**config.mk**
```make
export PLATFORM = sky130hd
export DESIGN_NAME = tpda_queue
export DESIGN_NICKNAME = d
export VERILOG_FILES = /design/src/rtl/tpda_queue.sv
export SDC_FILE = /design/constraint.sdc
export NUM_CORES = 1
export LEC_CHECK = 0
export BUFFER_PORTS_ARGS = -buffer_cell sky130_fd_sc_hd__buf_2
export CAP_MARGIN = 20
export CORE_ASPECT_RATIO = 1.25
export CORE_MARGIN = 4
export CORE_UTILIZATION = 50
export DETAILED_ROUTE_END_ITERATION = 6
export HOLD_SLACK_MARGIN = 0.02
export PLACE_DENSITY = 0.72
export SLEW_MARGIN = 20
export SYNTH_ARGS = -nofsm -noshare
export SYNTH_HDL_FRONTEND = slang
export SYNTH_SLANG_ARGS = --single-unit
```
**constraint.sdc**
```tcl
create_clock -name clk -period 1.7 [get_ports clk]
set_input_delay 0.425 -clock clk [delete_from_list [all_inputs] [get_ports clk]]
set_output_delay 0.425 -clock clk [all_outputs]
set_load 0.05 [all_outputs]
```
**src/rtl/tpda_queue.sv**
```systemverilog
// ----------------------------------------------------------------------------
// tpda_queue
// Small FIFO between front and back; flags almost full to hold off start.
// ----------------------------------------------------------------------------
`default_nettype none
module tpda_queue #(
	parameter int WIDTH = 8
) (
	input  wire logic             clk,
	input  wire logic             arst_n,
	input  wire logic             push,
	input  wire logic [WIDTH-1:0] wdata,
	input  wire logic             pop,
	output logic [WIDTH-1:0]      rdata,
	output logic                  empty,
	output logic                  almost_full
);
	localparam int DEPTH = 4;
	localparam int PW = $clog2(DEPTH);

	logic [WIDTH-1:0] mem [DEPTH];
	logic [PW-1:0] wr_ptr_q, rd_ptr_q;
	logic [PW:0] count_q;
	logic do_pop;

	assign empty = (count_q == '0);
	// one slot kept for the beat held in the front register
	assign almost_full = (count_q >= (PW+1)'(DEPTH - 1));
	assign do_pop = pop && !empty;
	assign rdata = mem[rd_ptr_q];

	// storage
	always_ff @(posedge clk) begin
		if (push) mem[wr_ptr_q] <= wdata;
	end

	// pointers and fill count
	always_ff @(posedge clk or negedge arst_n) begin
		if (!arst_n) begin
			wr_ptr_q <= '0;
			rd_ptr_q <= '0;
			count_q  <= '0;
		end else begin
			if (push) wr_ptr_q <= wr_ptr_q + 1'b1;
			if (do_pop) rd_ptr_q <= rd_ptr_q + 1'b1;
			if (push && !do_pop) count_q <= count_q + 1'b1;
			else if (!push && do_pop) count_q <= count_q - 1'b1;
		end
	end
endmodule
`default_nettype wire

```
==> After elaboration in Yosys (flattened, before gate mapping) <==
Memories as Yosys holds them, arrays and structs flattened.
Cells that the tools add are included.
{ "op_classes": {"addsub": 4, "reduce_logical": 8, "n_mux": 4, "order_cmp": 1} }
{ "op_table": {"columns": ["op", "n"], "rows": [
  ["3-bit two-way mux", 2],
  ["2-bit by 1-bit adder with 2-bit output (second input constant)", 2],
  ["3-bit by 1-bit adder with 3-bit output (second input constant)", 1],
  ["3-bit by 2-bit greater-or-equal comparator with 1-bit output (second input constant)", 1],
  ["1-bit logical AND", 3],
  ["1-bit logical NOT", 3],
  ["3-bit logical NOT", 1],
  ["3-bit by 1-bit subtractor with 3-bit output (second input constant)", 1],
  ["1-bit two-way mux", 2],
  ["2-bit nonzero test", 1]
]} }
{ "word_totals": {"out_inout_bits": 10, "in_bits": 12, "ram_bits": 32, "word_cells": 21, "ff_bits": 7, "memories": 1} }
{ "mem_list": {"columns": ["name", "words", "word_bits", "rd", "rd_ports_with_merged_regs", "write_ports", "line_no", "rtl"], "rows": [
  ["mem", 4, 8, 1, 0, 1, "21", "logic [WIDTH-1:0] mem [DEPTH];"]
]} }

==> Logic depth before layout (Yosys ltp) <==
{ "logic_depth": {"ltp_word": 6, "ltp_mapped": 8, "ltp_nobuf": 8} }

==> Worst setup path after synthesis <==
Ideal clock, no wire load.
{ "synth_timing": {"path_type": "reg-to-reg", "from": "reg count_q[1]", "to": "reg count_q[2]", "path_stages_with_launch": 9, "synth_period_minus_slack_ps": 1911, "arrival_ps": 1831, "path_slack_ps": -211, "path_buffers": 0, "t_required_ps": 1621, "path_cell_list": "dfrtp_1 -> or3_4 -> nand2_4 -> ha_1 -> inv_1 -> fa_1 -> xor2_1 -> nor2_1 -> xor2_1"} }
{ "synth_via": {"elab_chain_len": 6, "elab_cells_between_ends": 11, "classes_between": "add/sub (2); mux (2); reduce/logical (7)"} }
{ "synth_lines": {"columns": ["item", "line_no", "rtl"], "rows": [
  ["start: declaration", "23", "logic [PW:0] count_q;"],
  ["start signal: assignment", "46", "if (push && !do_pop) count_q <= count_q + 1'b1;"],
  ["start signal: assignment", "47", "else if (!push && do_pop) count_q <= count_q - 1'b1;"],
  ["parallel branches: the longest is 6 deep, another holds 3-bit by 1-bit subtractor with 3-bit output", null, null]
]} }
Parallel ways; which one is timed is not known. The select of a mux whose other input is x is not followed.
A chain may end at the register's enable or synchronous reset.

==> Worst setup path in the final report <==
{ "layout_timing": {"from": "reg rd_ptr_q[0]", "to": "out rdata[6]"} }
{ "layout_via": {"elab_chain_len": 1} }
{ "layout_lines": {"columns": ["item", "line_no", "rtl"], "rows": [
  ["start: declaration", "22", "logic [PW-1:0] wr_ptr_q, rd_ptr_q;"],
  ["start signal: assignment", "45", "if (do_pop) rd_ptr_q <= rd_ptr_q + 1'b1;"],
  ["memory read 4 x 8 bit", null, null],
  ["end: declaration", "14", "output logic [WIDTH-1:0] rdata,"]
]} }
Every way passes these cells.

==> reports/qor.txt <==
Layout cells sized above 1 - 47.0%
Nets - 134
Power Dens Cells - 1910 nW/um^2
Post-synth ARST share - 17.9%
Number of global-route vias before repair - 838
Syn. warnings - 0
Pin count of the biggest net entering global routing - 12
Drt pass-1 iters - 4
Leak - 0.755 nW
Clk_skew - 11.5 ps
Die area - 4110 sq um
Clock latency on the worst-skew pair - 340 ps
Cells on worst reg2reg path - 8
GR Util All Layers - 15.1%
R2R Path Start - count_q[1]
Starting Density - 52.9%
Min-delay src - wdata[2]
Num Clock Sinks - 39
Worst rel slew slack - 70.3%
Max Cap Viol - 0
Post-synth top cells - 32 x edfxtp_1, 8 x mux4_2, 7 x dfrtp_1
DIE HEIGHT - 70.7 um
Grt ovf - 0
Slew Limit Fails - 0
IO Pins - 22
Post-synth EDFFs - 32
Root Buffer - clkbuf_4
Max Clk Rate - 0.504 GHz
Maximum VDD drop - 0.00103 V
Crit. Startpoint - rd_ptr_q[0]
Yosys reg bits - 39
Clock Pin Slew Worst Setup and Hold Paths - 100 ps
DR vias - 804
Synthesized area - 1570 sq um
Hold depth - 1
Final setup fails - 11
Syn Area/Cell - 20.4 sq um
CTS max path bufs - 2
Worst setup EP type - output port
Avg WL per Cell - 17.2 um
Top cell type's share of synthesized area - 61.1%
Placeable core region - 2970 sq um
RSZ-0062 raised after global routing - yes
Top cells by area, synth - edfxtp_1 61%, mux4_2 11%, dfrtp_1 11%, ha_1 4.0%, xnor2_1 1.7%
Die X - 58.2 um
Rows - 22
Period utilisation layout - 117%
Fin Hold WS - 294 ps
Largest fanout on the critical path - 4
Post-route ant nets - 0
Post-route cell area - 1970 sq um
CP Launch Type - register
Hold WC Path Type - in2reg
WP data required - 1270 ps
Netlist cell types - 19
PortBufs - 21
CTS tree - done
Residual DRC - 0
Top FF cell, synth - edfxtp_1
Failing checks - negative setup slack
Global-route wire length before repair - 4.31 mm
Area after DPL - 1790 sq um
Worst setup margin - -283 ps
Via density per instance - 5.25
Synth Net Count - 95
Antenna violations before repair - 0
DR iter-0 viols - 24
Seq/Total Area, Yosys - 72.2%
Worst Path Arrival - 1560 ps
Worst slew pin tran - 445 ps
Layout area overhead - 25.1%
Status - finished with violations
Final-report hold violation count - 0
Fillers - 204
Synth Instances - 77
Synth area leader - edfxtp_1
Routability cong. - 0.645
Ant. Diodes - 0
Total Wirelength - 2.63 mm
Minimum clock period - 1980 ps
Num CTS Buffers - 5
H-tree lvl count - 2
Most common cell in the netlist - edfxtp_1
HPWL Detailed - 1.78 mm
CP Class - reg2out
==> layer usage <==
layer	up-vias	wire length [um]	GRT usage (%)
li1	368	-	-
met1	404	1010	17.8
met2	26	1400	24.1
met3	6	152	5.47
met4	0	57	7.73
met5	-	0	0
==> state kept, by name, indices dropped and copies added (netlist names) <==
signal	cells
mem	32
count_q	3
rd_ptr_q	2
wr_ptr_q	2
==> final cells by class <==
type	instances	area [sq um]	area share, %
flip-flops and latches	39	1140	57.7
multi-input cells	32	430	21.9
repair buffers	34	290	14.7
clock buffers	8	48.8	2.48
well taps	36	45.0	2.29
inverters	4	17.5	0.890
==> where the power goes <==
part           internal (mW)  switching [mW]
clock                  0.165           0.270
sequential              1.28           0.138
combinational          0.868            1.04
total                   2.32            1.45
==> final timing paths <==
kind                               end  slack (ps)
setup reg to reg            count_q[2]        -180
max in group asynchronous  rd_ptr_q[1]        1100
min in group asynchronous   count_q[0]         440
hold / removal               mem[3][2]         290
hold reg to reg            wr_ptr_q[0]         540
setup / recovery              rdata[6]        -280
==> per-stage QoR <==
step,util (%),total power [mW],setup TNS [ps],setup WS (ps),cells
after floorplan,-,2.62,-279,-144,77
after global placement,60.1,2.97,-140,-76.4,140
after detailed placement,60.1,3.03,-277,-155,140
after CTS,65.5,3.77,-2880,-303,151
after global routing,66.2,4.00,-3550,-362,153
final,66.2,3.76,-2750,-283,153
==> what timing repair did <==
item / CTS / global route
setup buffers: 2 / 4
pin swaps: 2 / 2
setup endpoints to repair: 12 / 12
gates resized for setup: 27 / 3
hold buffers: 1 / 0
endpoints found under the hold margin: 7 / 0
cloned: 0 / 0
==> cell usage in the layout, fill, tap and decap left out, types with 2 or more instances in the layout <==
master,instances
dfrtp_1,7
edfxtp_1,32
and2_1,4
buf_2,11
buf_6,12
xor2_1,3
mux4_2,8
clkbuf_4,5
xnor2_1,3
buf_4,8
ha_1,4
buf_8,2
clkbuf_1,3
inv_1,2
==> critical path, stage by stage (launching register included) <==
cell and delay, ps:
dfrtp_1 370, buf_4 160, mux4_2 510, buf_6 170
==> logic make-up (layout without fill, tap and decap cells) <==
kind of cell	Yosys count	count (layout)	share of synthesized area, %
AOI/OAI and AO/OA	2	2	0.875
xor gates and xnor gates	6	6	3.34
adders and majority gates	6	6	5.25
buffers and inverters	6	46	1.99
DFF	39	39	72.2
muxes	9	9	12.2
and+or+nand+nor	9	9	4.14
No activity file was read; power rests on OpenSTA's default activity.
